--- src/rtl/core/pin_time_schedule_switch_macros.svh ---
// Assertion helpers used by the schedule switch to check its own logic.
// Each macro expects signals named clk and rst_n in the scope that uses it.
`ifndef PIN_TIME_SCHEDULE_SWITCH_MACROS_SVH
`define PIN_TIME_SCHEDULE_SWITCH_MACROS_SVH

// The consequent must hold in the same cycle as the antecedent.
`define PTSS_ASSERT_IMPLIES(name, ante, cons) \
    name: assert property (@(posedge clk) disable iff (!rst_n) (ante) |-> (cons)) \
        else $error("pin schedule switch: same-cycle check failed");

// The consequent must hold in the cycle after the antecedent.
`define PTSS_ASSERT_NEXT(name, ante, cons) \
    name: assert property (@(posedge clk) disable iff (!rst_n) (ante) |=> (cons)) \
        else $error("pin schedule switch: next-cycle check failed");

`endif

--- src/rtl/core/ptss_pkg.sv ---
package ptss_pkg;

    // Sizes of the item fields.
    localparam int NUM_PINS_DEFAULT = 40;
    localparam int PIN_W            = 6;
    localparam int TIME_W           = 33;
    localparam int MIN_W            = 11;
    localparam int DAYS_IN_W        = 8;
    localparam int DAYS_W           = 7;
    localparam int WDAY_W           = 3;
    localparam int ID_W             = 32;
    localparam int STATUS_W         = 3;
    localparam int MODE_W           = 2;
    localparam int MASK_W           = 40;
    localparam int ADDR_W           = 4;
    localparam int DATA_W           = 64;

    // Limits checked by the add command.
    localparam logic [PIN_W-1:0]     PIN_MAX    = 6'd39;
    localparam logic [TIME_W-1:0]    TIME_MAX   = 33'd4102444800;
    localparam logic [MIN_W-1:0]     MINUTE_MAX = 11'd1440;
    localparam logic [DAYS_IN_W-1:0] DAYS_MAX   = 8'd127;

    // Command codes.
    localparam logic [MODE_W-1:0] MODE_TICK  = 2'd0;
    localparam logic [MODE_W-1:0] MODE_ADD   = 2'd1;
    localparam logic [MODE_W-1:0] MODE_CLEAR = 2'd2;

    // Status codes.
    localparam logic [STATUS_W-1:0] ST_OK          = 3'd0;
    localparam logic [STATUS_W-1:0] ST_BAD_PIN     = 3'd1;
    localparam logic [STATUS_W-1:0] ST_BAD_TIME    = 3'd2;
    localparam logic [STATUS_W-1:0] ST_BAD_RANGE   = 3'd3;
    localparam logic [STATUS_W-1:0] ST_ABSENT      = 3'd4;
    localparam logic [STATUS_W-1:0] ST_NOT_CLEARED = 3'd5;

    // One stored schedule.
    typedef struct packed {
        logic              weekly;
        logic [TIME_W-1:0] start_s;
        logic [TIME_W-1:0] end_s;
        logic [DAYS_W-1:0] days;
        logic [MIN_W-1:0]  on_m;
        logic [MIN_W-1:0]  off_m;
    } slot_t;

    // Time carried by a tick.
    typedef struct packed {
        logic [TIME_W-1:0] now;
        logic [WDAY_W-1:0] weekday;
        logic [MIN_W-1:0]  minute;
    } tick_t;

    // Verdict of the evaluation unit for one slot.
    typedef struct packed {
        logic want;
        logic level;
        logic expire;
    } eval_t;

endpackage

--- src/rtl/core/pin_time_schedule_switch.sv ---
// Add, clear and unused commands: the item is latched when accepted and its result is registered
// once the output register is free. Tick: one pin per cycle, unless a result waits on a stalled
// output, through the single read port of the schedule memory and the shared evaluation unit.
// A new item is taken only once the previous one has placed its last result.
// Reset (rst_n, asynchronous, active low) clears the valid, remembered and driven
// bits, the present mask and the sequencer, and sets the next id to one.
module pin_time_schedule_switch #(
    parameter int NUM_PINS = ptss_pkg::NUM_PINS_DEFAULT
) (
    input  logic                            clk,
    input  logic                            rst_n,
    // Input channel
    input  logic                            in_valid,
    output logic                            in_stall,
    input  logic [ptss_pkg::MODE_W-1:0]     mode,
    input  logic [ptss_pkg::PIN_W-1:0]      pin,
    input  logic                            schedule_kind,
    input  logic [ptss_pkg::TIME_W-1:0]     start_time,
    input  logic [ptss_pkg::TIME_W-1:0]     end_time,
    input  logic [ptss_pkg::DAYS_IN_W-1:0]  days_mask,
    input  logic [ptss_pkg::MIN_W-1:0]      on_minute,
    input  logic [ptss_pkg::MIN_W-1:0]      off_minute,
    input  logic [ptss_pkg::TIME_W-1:0]     now_seconds,
    input  logic [ptss_pkg::WDAY_W-1:0]     weekday,
    input  logic [ptss_pkg::MIN_W-1:0]      minute_of_day,
    // Output channel
    output logic                            out_valid,
    input  logic                            out_stall,
    output logic [ptss_pkg::PIN_W-1:0]      out_pin,
    output logic                            out_level,
    output logic                            pin_written,
    output logic [ptss_pkg::STATUS_W-1:0]   status,
    output logic [ptss_pkg::ID_W-1:0]       schedule_id,
    output logic                            last,
    // Configuration port
    input  logic                            psel,
    input  logic                            penable,
    input  logic                            pwrite,
    input  logic [ptss_pkg::ADDR_W-1:0]     paddr,
    input  logic [ptss_pkg::DATA_W-1:0]     pwdata,
    output logic [ptss_pkg::DATA_W-1:0]     prdata,
    output logic                            pready
);
    import ptss_pkg::*;

    `include "pin_time_schedule_switch_macros.svh"

    localparam int CNT_W = $clog2(NUM_PINS + 1);
    localparam int IDX_W = (NUM_PINS > 1) ? $clog2(NUM_PINS) : 1;

    // Register index, taken from the 8-byte slot of the address.
    localparam logic REG_PIN_PRESENT = 1'b0;

    // Sequencer states.
    localparam logic [1:0] S_IDLE  = 2'd0;
    localparam logic [1:0] S_CMD   = 2'd1;
    localparam logic [1:0] S_SCAN  = 2'd2;
    localparam logic [1:0] S_CLOSE = 2'd3;

    function automatic logic is_present(input logic [MASK_W-1:0] mask,
                                        input logic [PIN_W-1:0] p);
        is_present = (p <= PIN_MAX) && mask[p];
    endfunction

    logic [1:0]           state_reg, state_next;
    logic [MASK_W-1:0]    present_reg;
    logic [NUM_PINS-1:0]  slot_valid_reg, slot_valid_next;
    logic [NUM_PINS-1:0]  remembered_reg, remembered_next;
    logic [NUM_PINS-1:0]  driven_reg, driven_next;
    logic [ID_W-1:0]      next_id_reg, next_id_next;

    // Latched command fields.
    logic [MODE_W-1:0]    cmd_mode_reg;
    logic [PIN_W-1:0]     cmd_pin_reg;
    logic                 cmd_kind_reg;
    logic [TIME_W-1:0]    cmd_start_reg;
    logic [TIME_W-1:0]    cmd_end_reg;
    logic [DAYS_IN_W-1:0] cmd_days_reg;
    logic [MIN_W-1:0]     cmd_on_reg;
    logic [MIN_W-1:0]     cmd_off_reg;
    tick_t                tick_reg;

    // Scan pipeline.
    logic [CNT_W-1:0]     rd_addr_reg, rd_addr_next;
    logic                 ev_valid_reg, ev_valid_next;
    logic [IDX_W-1:0]     ev_pin_reg, ev_pin_next;
    logic                 rd_en;
    slot_t                rd_data_reg;
    eval_t                verdict;

    // Schedule memory.
    slot_t                slot_mem [NUM_PINS];
    logic                 mem_we;
    slot_t                mem_wdata;

    // Output register.
    logic                 out_valid_reg;
    logic [PIN_W-1:0]     out_pin_reg, out_pin_next;
    logic                 out_level_reg, out_level_next;
    logic                 out_written_reg, out_written_next;
    logic [STATUS_W-1:0]  out_status_reg, out_status_next;
    logic [ID_W-1:0]      out_id_reg, out_id_next;
    logic                 out_last_reg, out_last_next;
    logic                 out_load;
    logic                 out_free;

    // Command decode.
    logic                 in_accept;
    logic                 cfg_we;
    logic [IDX_W-1:0]     cmd_idx;
    logic                 cmd_pin_bad;
    logic [STATUS_W-1:0]  add_check;
    logic                 cmd_present;
    logic                 add_commit;

    // Scan decode.
    logic                 ev_slot_ok;
    logic                 ev_emit;
    logic                 ev_write;
    logic                 advance;
    logic                 scan_done;

    assign in_stall  = (state_reg != S_IDLE);
    assign in_accept = in_valid && !in_stall;
    assign out_free  = !out_valid_reg || !out_stall;

    // Configuration port.
    assign pready = 1'b1;
    assign cfg_we = psel && penable && pwrite && pready && (paddr[3] == REG_PIN_PRESENT);
    assign prdata = (paddr[3] == REG_PIN_PRESENT)
                    ? {{(DATA_W-MASK_W){1'b0}}, present_reg} : '0;

    // Field checks of the add command.
    assign cmd_idx     = cmd_pin_reg[IDX_W-1:0];
    assign cmd_pin_bad = (cmd_pin_reg > PIN_MAX) || (32'(cmd_pin_reg) >= NUM_PINS);
    assign cmd_present = is_present(present_reg, cmd_pin_reg);

    always_comb
    begin
        add_check = ST_OK;
        if (!cmd_kind_reg)
        begin
            if ((cmd_start_reg > TIME_MAX) || (cmd_end_reg > TIME_MAX))
            begin
                add_check = ST_BAD_TIME;
            end
            else if (cmd_end_reg <= cmd_start_reg)
            begin
                add_check = ST_BAD_RANGE;
            end
        end
        else
        begin
            if ((cmd_days_reg > DAYS_MAX) || (cmd_on_reg > MINUTE_MAX)
                || (cmd_off_reg > MINUTE_MAX))
            begin
                add_check = ST_BAD_TIME;
            end
            else if (cmd_on_reg == cmd_off_reg)
            begin
                add_check = ST_BAD_RANGE;
            end
        end
    end

    assign add_commit = (state_reg == S_CMD) && out_free && (cmd_mode_reg == MODE_ADD)
                        && !cmd_pin_bad && (add_check == ST_OK) && cmd_present;

    // Stored form of a new schedule; fields unused by its kind are zero.
    always_comb
    begin
        mem_wdata = '0;
        mem_wdata.weekly = cmd_kind_reg;
        if (cmd_kind_reg)
        begin
            mem_wdata.days  = cmd_days_reg[DAYS_W-1:0];
            mem_wdata.on_m  = cmd_on_reg;
            mem_wdata.off_m = cmd_off_reg;
        end
        else
        begin
            mem_wdata.start_s = cmd_start_reg;
            mem_wdata.end_s   = cmd_end_reg;
        end
    end

    // Shared evaluation unit, fed one slot per cycle while the scan is not held by a stalled output.
    ptss_eval u_eval (
        .slot    (rd_data_reg),
        .tick    (tick_reg),
        .verdict (verdict)
    );

    assign ev_slot_ok = slot_valid_reg[ev_pin_reg];
    assign ev_emit    = ev_valid_reg && ev_slot_ok && verdict.want
                        && (remembered_reg[ev_pin_reg] != verdict.level);
    assign ev_write   = is_present(present_reg, PIN_W'(ev_pin_reg))
                        && (driven_reg[ev_pin_reg] != verdict.level);
    assign advance    = !ev_emit || out_free;
    assign scan_done  = (rd_addr_reg == CNT_W'(NUM_PINS));

    // Sequencer.
    always_comb
    begin
        state_next       = state_reg;
        slot_valid_next  = slot_valid_reg;
        remembered_next  = remembered_reg;
        driven_next      = driven_reg;
        next_id_next     = next_id_reg;
        rd_addr_next     = rd_addr_reg;
        ev_valid_next    = ev_valid_reg;
        ev_pin_next      = ev_pin_reg;
        rd_en            = 1'b0;
        mem_we           = 1'b0;
        out_load         = 1'b0;
        out_pin_next     = '0;
        out_level_next   = 1'b0;
        out_written_next = 1'b0;
        out_status_next  = ST_OK;
        out_id_next      = '0;
        out_last_next    = 1'b0;

        unique case (state_reg)
            S_IDLE:
            begin
                if (in_accept)
                begin
                    if (mode == MODE_TICK)
                    begin
                        if (now_seconds != '0)
                        begin
                            state_next    = S_SCAN;
                            rd_addr_next  = '0;
                            ev_valid_next = 1'b0;
                        end
                        else
                        begin
                            state_next = S_CLOSE;
                        end
                    end
                    else
                    begin
                        state_next = S_CMD;
                    end
                end
            end

            S_CMD:
            begin
                if (out_free)
                begin
                    out_load      = 1'b1;
                    out_last_next = 1'b1;
                    state_next    = S_IDLE;
                    if ((cmd_mode_reg == MODE_ADD) || (cmd_mode_reg == MODE_CLEAR))
                    begin
                        if (cmd_pin_bad)
                        begin
                            out_status_next = ST_BAD_PIN;
                        end
                        else
                        begin
                            out_pin_next = cmd_pin_reg;
                            if (cmd_mode_reg == MODE_CLEAR)
                            begin
                                if (!slot_valid_reg[cmd_idx])
                                begin
                                    out_status_next = ST_NOT_CLEARED;
                                end
                                else
                                begin
                                    slot_valid_next[cmd_idx] = 1'b0;
                                end
                            end
                            else if (add_check != ST_OK)
                            begin
                                out_status_next = add_check;
                            end
                            else if (!cmd_present)
                            begin
                                // The old schedule stays removed.
                                slot_valid_next[cmd_idx] = 1'b0;
                                out_status_next          = ST_ABSENT;
                            end
                            else
                            begin
                                slot_valid_next[cmd_idx] = 1'b1;
                                mem_we                   = 1'b1;
                                out_id_next              = next_id_reg;
                                next_id_next             = next_id_reg + 1'b1;
                                out_written_next         = driven_reg[cmd_idx];
                                driven_next[cmd_idx]     = 1'b0;
                            end
                        end
                    end
                end
            end

            S_SCAN:
            begin
                if (advance)
                begin
                    if (ev_emit)
                    begin
                        out_load                    = 1'b1;
                        out_pin_next                = PIN_W'(ev_pin_reg);
                        out_level_next              = verdict.level;
                        out_written_next            = ev_write;
                        remembered_next[ev_pin_reg] = verdict.level;
                        if (ev_write)
                        begin
                            driven_next[ev_pin_reg] = verdict.level;
                        end
                    end
                    if (ev_valid_reg && ev_slot_ok && verdict.expire)
                    begin
                        slot_valid_next[ev_pin_reg] = 1'b0;
                    end
                    if (!scan_done)
                    begin
                        rd_en         = 1'b1;
                        ev_valid_next = 1'b1;
                        ev_pin_next   = rd_addr_reg[IDX_W-1:0];
                        rd_addr_next  = rd_addr_reg + 1'b1;
                    end
                    else
                    begin
                        ev_valid_next = 1'b0;
                        if (!ev_valid_reg)
                        begin
                            state_next = S_CLOSE;
                        end
                    end
                end
            end

            S_CLOSE:
            begin
                if (out_free)
                begin
                    out_load      = 1'b1;
                    out_last_next = 1'b1;
                    state_next    = S_IDLE;
                end
            end

            default:
            begin
                state_next = S_IDLE;
            end
        endcase
    end

    // Control state.
    always_ff @(posedge clk or negedge rst_n)
    begin
        if (!rst_n)
        begin
            state_reg      <= S_IDLE;
            present_reg    <= '0;
            slot_valid_reg <= '0;
            remembered_reg <= '0;
            driven_reg     <= '0;
            next_id_reg    <= ID_W'(1);
            rd_addr_reg    <= '0;
            ev_valid_reg   <= 1'b0;
            out_valid_reg  <= 1'b0;
        end
        else
        begin
            state_reg      <= state_next;
            slot_valid_reg <= slot_valid_next;
            remembered_reg <= remembered_next;
            driven_reg     <= driven_next;
            next_id_reg    <= next_id_next;
            rd_addr_reg    <= rd_addr_next;
            ev_valid_reg   <= ev_valid_next;
            if (cfg_we)
            begin
                present_reg <= pwdata[MASK_W-1:0];
            end
            if (out_load)
            begin
                out_valid_reg <= 1'b1;
            end
            else if (!out_stall)
            begin
                out_valid_reg <= 1'b0;
            end
        end
    end

    // Payload registers.
    always_ff @(posedge clk)
    begin
        ev_pin_reg <= ev_pin_next;
        if (in_accept)
        begin
            cmd_mode_reg     <= mode;
            cmd_pin_reg      <= pin;
            cmd_kind_reg     <= schedule_kind;
            cmd_start_reg    <= start_time;
            cmd_end_reg      <= end_time;
            cmd_days_reg     <= days_mask;
            cmd_on_reg       <= on_minute;
            cmd_off_reg      <= off_minute;
            tick_reg.now     <= now_seconds;
            tick_reg.weekday <= weekday;
            tick_reg.minute  <= minute_of_day;
        end
        if (out_load)
        begin
            out_pin_reg     <= out_pin_next;
            out_level_reg   <= out_level_next;
            out_written_reg <= out_written_next;
            out_status_reg  <= out_status_next;
            out_id_reg      <= out_id_next;
            out_last_reg    <= out_last_next;
        end
    end

    // Schedule memory: one write port for add, one registered read port for the scan.
    always_ff @(posedge clk)
    begin
        if (mem_we)
        begin
            slot_mem[cmd_idx] <= mem_wdata;
        end
        if (rd_en)
        begin
            rd_data_reg <= slot_mem[rd_addr_reg[IDX_W-1:0]];
        end
    end

    assign out_valid   = out_valid_reg;
    assign out_pin     = out_pin_reg;
    assign out_level   = out_level_reg;
    assign pin_written = out_written_reg;
    assign status      = out_status_reg;
    assign schedule_id = out_id_reg;
    assign last        = out_last_reg;

    // Checks on the sequencer.
    `PTSS_ASSERT_NEXT(a_accept_leaves_idle, in_accept, state_reg != S_IDLE)
    `PTSS_ASSERT_IMPLIES(a_eval_pin_in_range, ev_valid_reg, 32'(ev_pin_reg) < NUM_PINS)
    `PTSS_ASSERT_NEXT(a_id_only_on_add, !add_commit, $stable(next_id_reg))
    `PTSS_ASSERT_IMPLIES(a_load_needs_room, out_load, out_free)

endmodule

--- src/rtl/core/ptss_eval.sv ---
module ptss_eval (
    input  ptss_pkg::slot_t slot,
    input  ptss_pkg::tick_t tick,
    output ptss_pkg::eval_t verdict
);
    import ptss_pkg::*;

    logic in_window;
    logic past_end;
    logic day_hit;
    logic weekly_on;

    // One-time window compares.
    assign in_window = (tick.now >= slot.start_s) && (tick.now < slot.end_s);
    assign past_end  = (tick.now >= slot.end_s) && (slot.end_s != '0);

    // A weekday of seven matches no day.
    assign day_hit = (tick.weekday != 3'd7) && slot.days[tick.weekday];

    // Weekly window, wrapping past midnight when on is later than off.
    always_comb
    begin
        if (slot.on_m <= slot.off_m)
        begin
            weekly_on = (tick.minute >= slot.on_m) && (tick.minute < slot.off_m);
        end
        else
        begin
            weekly_on = (tick.minute >= slot.on_m) || (tick.minute < slot.off_m);
        end
    end

    // Combine into the wanted level.
    always_comb
    begin
        verdict = '0;
        if (!slot.weekly)
        begin
            if (in_window)
            begin
                verdict.want  = 1'b1;
                verdict.level = 1'b1;
            end
            else if (past_end)
            begin
                verdict.want   = 1'b1;
                verdict.expire = 1'b1;
            end
        end
        else if (day_hit)
        begin
            verdict.want  = 1'b1;
            verdict.level = weekly_on;
        end
    end

endmodule

--- config.mk ---
export PLATFORM = sky130hd
export DESIGN_NAME = pin_time_schedule_switch
export DESIGN_NICKNAME = d
export VERILOG_FILES = /design/src/rtl/core/ptss_pkg.sv /design/src/rtl/core/pin_time_schedule_switch.sv /design/src/rtl/core/ptss_eval.sv
export VERILOG_INCLUDE_DIRS = /design/src /design/src/rtl/core
export SDC_FILE = /design/constraint.sdc
export NUM_CORES = 2
export LEC_CHECK = 0
export ABC_AREA = 1
export BUFFER_PORTS_ARGS = -buffer_cell sky130_fd_sc_hd__buf_2
export CORE_ASPECT_RATIO = 0.8
export CORE_UTILIZATION = 40
export DETAILED_ROUTE_END_ITERATION = 16
export PLACE_DENSITY_LB_ADDON = 0.15
export SLEW_MARGIN = 20
export SYNTH_ARGS = -nofsm -noshare
export SYNTH_HDL_FRONTEND = slang
export SYNTH_HIERARCHICAL = 1
export SYNTH_SLANG_ARGS = --single-unit
export TNS_END_PERCENT = 20
--- constraint.sdc ---
create_clock -name clk -period 9.95 [get_ports clk]
set_clock_uncertainty 0.2 [all_clocks]
set_input_delay 1.4925 -clock clk [delete_from_list [all_inputs] [get_ports clk]]
set_output_delay 1.4925 -clock clk [all_outputs]
set_load 0.02 [all_outputs]
Word level (Yosys, flattened, before mapping) --
Memory sizes are Yosys's and may differ from the RTL's. A register that Yosys moved wholly into a read port is not among the register bits. Cells that the tools add are included.
Word-level totals: bits in registers 404, RAM bits 3840, output and inout port bits 111, logic and storage cells 261, memories 1
Memories:
- slot_mem | words 40, width 96, read ports 1, clocked after memory_dff 1, wr ports 1, line pin_time_schedule_switch.sv:92 | slot_t slot_mem [NUM_PINS];
Operators by class: add/subtract/negate cells 2, order comparisons 21, equal/unequal tests 30, mux-type cells 115, bitwise gates (word level) 15, reduce and logical (&&, ||, !) cells 49
Operators by type and width (number):
- 40-bit two-way mux | 19
- 40-bit one-hot mux with 2 select lines | 2
- 40-bit bitwise AND | 3
- 40-bit bitwise mux | 2
- 40-bit inverter | 2
- 33-bit greater-or-equal comparator | 2
- 33-bit by 32-bit greater-than comparator with 1-bit output, second input constant | 2
- 66-bit two-way mux | 1
- 33-bit nonzero test | 2
- 6-bit two-way mux | 10
- 1-bit two-way mux | 47
- 1-bit binary-select mux with 6-bit select | 7
- 40-bit bitwise OR | 1
- 33-bit less-or-equal comparator | 1
- 33-bit less-than comparator | 1
- 32-bit by 1-bit adder with 32-bit output, second input constant | 1
- 2-bit inequality test, second input constant | 15
- 29-bit two-way mux | 1
- 2-bit two-way mux | 12
- 6-bit one-hot mux with 2 select lines | 2
- 11-bit greater-than comparator, second input constant | 2
- 1-bit logical AND | 17
- 3-bit two-way mux | 5
- 6-bit by 7-bit less-than comparator with 1-bit output, second input constant | 2
- other kinds (37) | 73

Longest topological paths before layout --
depth after elaboration 14, mapped depth 26

Hierarchy --
The synthesis kept the hierarchy.
By module, submodules not included:
- pin_time_schedule_switch | times used 1, cells an instance 13858, area each 174900.2 um2, seq. area each 129315.3 um2
- ptss_eval | times used 1, cells an instance 499, area each 2954.1 um2, seq. area each 0.0 um2

Least setup slack after synthesis --
OpenSTA, ideal clock, no wires.
kind input -> register, start point input port out_stall, end point memory slot_mem[0][0] (netlist name), enable pin, arrival 6.490 ns, slack 2.709 ns, stages on the path 8, path buffers 3, cells stage by stage nand2_1 inv_1 nor2_1 nand3_2 buf_6 buf_6 buf_4 nor2_1
Between the ends: longest elaborated chain between the ends 6
RTL lines:
- from (decl) | line pin_time_schedule_switch.sv:28 | input logic out_stall,
- 1-bit zero test
- 1-bit logical OR | line pin_time_schedule_switch.sv:125 | assign out_free = !out_valid_reg || !out_stall;
- 1-bit two-way mux | line pin_time_schedule_switch.sv:250 | if (out_free)
- 1-bit two-way mux | line pin_time_schedule_switch.sv:223 | unique case (state_reg)
- 1-bit two-way mux | line pin_time_schedule_switch.sv:425 | if (mem_we)
- 1-bit two-way mux (implied by the code) | line pin_time_schedule_switch.sv:427 | slot_mem[cmd_idx] <= mem_wdata;
- to (decl) | line pin_time_schedule_switch.sv:92
Every way passes these cells.

Worst setup path in the final report --
start point register cmd_pin_reg[0], in the netlist cmd_idx[0], end point memory slot_mem[16][13] (netlist name), enable pin
Between the ends: longest elaborated chain between the ends 12, elaborated cells on any way between the ends 16, classes of those cells order compare: 3; mux: 11; reduce/logical: 2
RTL lines:
- from (decl) | line pin_time_schedule_switch.sv:74 | logic [PIN_W-1:0] cmd_pin_reg;
- from (signal assigned) | line pin_time_schedule_switch.sv:400 | cmd_pin_reg <= pin;
- 1-bit binary-select mux with 6-bit select | line pin_time_schedule_switch.sv:62 | is_present = (p <= PIN_MAX) && mask[p];
- 1-bit two-way mux (implied by the code) | line pin_time_schedule_switch.sv:62
- 1-bit logical AND | line pin_time_schedule_switch.sv:62
- 1-bit two-way mux | line pin_time_schedule_switch.sv:279 | else if (!cmd_present)
- 1-bit two-way mux | line pin_time_schedule_switch.sv:275 | else if (add_check != ST_OK)
- 1-bit two-way mux | line pin_time_schedule_switch.sv:264 | if (cmd_mode_reg == MODE_CLEAR)
- 1-bit two-way mux | line pin_time_schedule_switch.sv:257 | if (cmd_pin_bad)
- 1-bit two-way mux | line pin_time_schedule_switch.sv:255 | if ((cmd_mode_reg == MODE_ADD) || (cmd_mode_reg == MODE_CLEAR))
- 1-bit two-way mux | line pin_time_schedule_switch.sv:250
- 1-bit two-way mux | line pin_time_schedule_switch.sv:223
- 1-bit two-way mux | line pin_time_schedule_switch.sv:425
- 1-bit two-way mux (implied by the code) | line pin_time_schedule_switch.sv:427
Several ways; a longest one is shown, not always the timed one. The select of a mux whose other input is x is not followed.

==> flow_metrics.py <==
metrics = {
    "drt": {
        "dr.pass1.iters": 8,
        "vias": 121000,
        "remaining_drc_errors": 0,
        "via_per_inst": 5.89,
        "drt_iter0_drc": 15900,
        "antenna_left": 0,
        "wl_per_cell_um": 29.6,
        "wirelength_um": 611000,
    },
    "place": {
        "place_ws_ns": 3.93,
        "port_buffers": 285,
        "dp_hpwl_um": 318000,
        "place_area_mm2": 0.186,
        "place_congestion": 0.903,
    },
    "timing": {
        "worstMarginPinSlew_ns": 1.61,
        "fmax_mhz": 163,
        "drv_slew": 51,
        "worst_slack_ns": 3.81,
        "layout_min_cycle_time_ns": 6.14,
        "hold_violations": 0,
        "fin_tns_setup_ns": 0,
        "slew_headroom": -0.0703,
        "fin_crit_sh": 0.617,
        "rsz0062_at_grt": "no",
        "finalSetupViolCount": 0,
    },
    "synth": {
        "ys_types": 54,
        "synthTopCellsByCount": "edfxtp_1 (4138), nor2_1 (2423), o21ai_0 (2062)",
        "yosys-top-cells-area": "edfxtp_1 (70%), o21ai_0 (5.8%), nor2_1 (5.1%)",
        "synth_ff_type": "edfxtp_1",
        "ys_ff_latch": 4340,
        "yosysTopAreaCell": "edfxtp_1",
        "synthCells": 14400,
        "synth_top_cell_area_share": 0.699,
        "synth_async_sr_flop_share": 0.0465,
        "syn_avg_cell_area_um2": 12.4,
        "synth-edff-count": 4138,
        "synth.most_common_cell": "edfxtp_1",
        "syn_area_mm2": 0.178,
        "ys.warnings.count": 6,
        "seq_area_frac_synth": 0.727,
    },
    "worst_hold_path": {
        "min_from": "next_id_reg[2]",
        "whs_path_depth": 1,
        "min_path_type": "register to register",
    },
    "worst_setup_path": {
        "path_cells": "inv_2, nand3_2, inv_2, a22oi_1, nand4_1, nand2_1, nand3_1, nor2_4, nor2_4, nand3_4, buf_4, nor2_4, buf_4",
        "critical_path_arrival_ns": 6.57,
        "cp.depth": 13,
        "crit_family": "simple AND/OR/NAND/NOR gates",
        "crit_path_start": "cmd_idx[0]",
        "critPathLaunchType": "register",
        "cp_max_fo": 27,
        "worstPathBufferInverterCount": 4,
        "cp_common_cell": "nor2_4",
        "cp_slowest_stage_delay_ns": 0.99,
        "critical_path_class": "register to register",
        "crit_required_ns": 10.38,
        "reg2regPathDepth": 13,
        "crit_slowest_cell": "nor2_4",
        "reg2reg_from": "cmd_idx[0]",
        "endpoint_kind": "register",
    },
    "floorplan": {
        "die_area_mm2": 0.447,
        "die_w_um": 748,
        "ioPinCount": 338,
        "core_area_mm2": 0.442,
        "num_rows": 218,
        "initial_core_util": 0.403,
        "die_h_um": 598,
    },
    "pwr": {
        "ir_worst_vdd_mv": 0.192,
        "total_power_mw": 47.3,
        "p_leak_nw": 67.9,
        "power_density_mw_per_mm2": 237,
    },
    "cts": {
        "ctsLongestPathBuffers": 4,
        "cts.repair.resized": 0,
        "cts.sinks": 4340,
        "hold_buffers": 0,
        "cts_max_level": 5,
        "cts-root-buf": "clkbuf_16",
        "cts.clk_slew.worst_paths_ns": 0.06,
        "postCtsSetupRepairBufs": 0,
        "cts_tree": "done",
        "clk_latency_ns": 1.04,
        "cts_inserted_buffers": 428,
    },
    "grt": {
        "grt_usage": 0.264,
        "grt_pass1_wl_um": 857000,
        "antenna_found_initial": 32,
        "grt_max_degree": 183,
        "grt_pass1_vias": 111000,
        "overflow": 0,
    },
    "status": {
        "status": "finished, violations left",
        "failed_checks": "max-slew violations",
    },
    "layout": {
        "drive_gt1_frac": 0.0929,
        "finalInstanceArea_mm2": 0.200,
        "fin_util": 0.453,
        "layout.nets": 14800,
        "largest_reg_flops": 3840,
        "area_growth_pct": 12.4,
    },
    "run": {
        "maxCapViolCount": 0,
    },
}
power by group:
| group | leakage, nW | internal (mW) | switching (mW) |
|---|---|---|---|
| logic | 21.0 | 2.32 | 7.41 |
| clock network | 6.60 | 8.82 | 7.22 |
| registers | 40.4 | 21.2 | 0.368 |
| total | 67.9 | 32.3 | 15.0 |
logic make-up after synthesis:
family                     count (synthesis)  share of synthesized area
xor gates and xnor gates                  43                    0.00212
buffers and inverters                   1531                     0.0344
AOI/OAI and AO/OA                       3632                      0.120
other                                      2                  0.0000422
adders and majority gates                140                    0.00985
DFF                                     4340                      0.727
and+or+nand+nor                         4669                      0.107
path summary, 6_finish.rpt:
path,end,slack (ns)
min,next_id_reg[2],0.28
max reg2reg,slot_mem[16][13],3.81
max in group asynchronous,rd_addr_reg[5],7.38
max,slot_mem[16][13],3.81
min in group asynchronous,next_id_reg[25],0.36
min reg2reg,next_id_reg[2],0.28
through the flow:
stage                     hold slack (ns)  cells
final                               0.278  20600
after global routing                0.299  20600
after CTS                           0.278  20600
after detailed placement            0.263  19800
after global placement              0.259  19800
after floorplan                     0.223  14400
cell usage in the layout, fill, tap and decap left out, types with 29 or more instances in the layout:
| cell type | count |
|---|---|
| edfxtp_1 | 4138 |
| nor2_1 | 2316 |
| o21ai_0 | 2062 |
| nand2_1 | 1442 |
| o22ai_1 | 559 |
| inv_1 | 491 |
| nand3_1 | 467 |
| o221ai_1 | 442 |
| clkbuf_16 | 431 |
| buf_2 | 284 |
| a21oi_1 | 275 |
| buf_4 | 241 |
| nand4_1 | 221 |
| dfrtp_1 | 196 |
| ha_1 | 139 |
| o211ai_1 | 138 |
| clkinv_1 | 106 |
| clkbuf_1 | 90 |
| clkinv_2 | 84 |
| buf_12 | 62 |
| nor2_2 | 61 |
| nor2_4 | 61 |
| nor3_1 | 49 |
| diode_2 | 46 |
| o31ai_1 | 40 |
| xor2_1 | 38 |
| bufinv_16 | 32 |
| a31oi_1 | 29 |
| a32o_1 | 29 |
worst reg2reg max path, stage by stage (launching register included):
cell and delay, ns:
edfxtp_1 0.52, inv_2 0.16, nand3_2 0.54, inv_2 0.51, a22oi_1 0.15, nand4_1 0.12, nand2_1 0.06, nand3_1 0.27
nor2_4 0.10, nor2_4 0.25, nand3_4 0.45, buf_4 0.58, nor2_4 1.00, buf_4 0.79
final cells by class:
type	instances	area (µm²)
antenna	46	115
clock buffer	524	11200
clock inverter	255	2350
fill	40200	242000
inverter	531	2060
multi-input combinational	8509	43100
sequential	4340	129000
tap	5830	7290
timing repair buffer	589	4510
routing by layer:
layer	wire, µm	vias to the layer above	global-route usage
li1	-	53000	-
met1	269000	61900	0.392
met2	267000	5614	0.395
met3	55500	918	0.0487
met4	19900	12	0.0809
met5	69	-	0
Power figures use the tool's default switching activity.
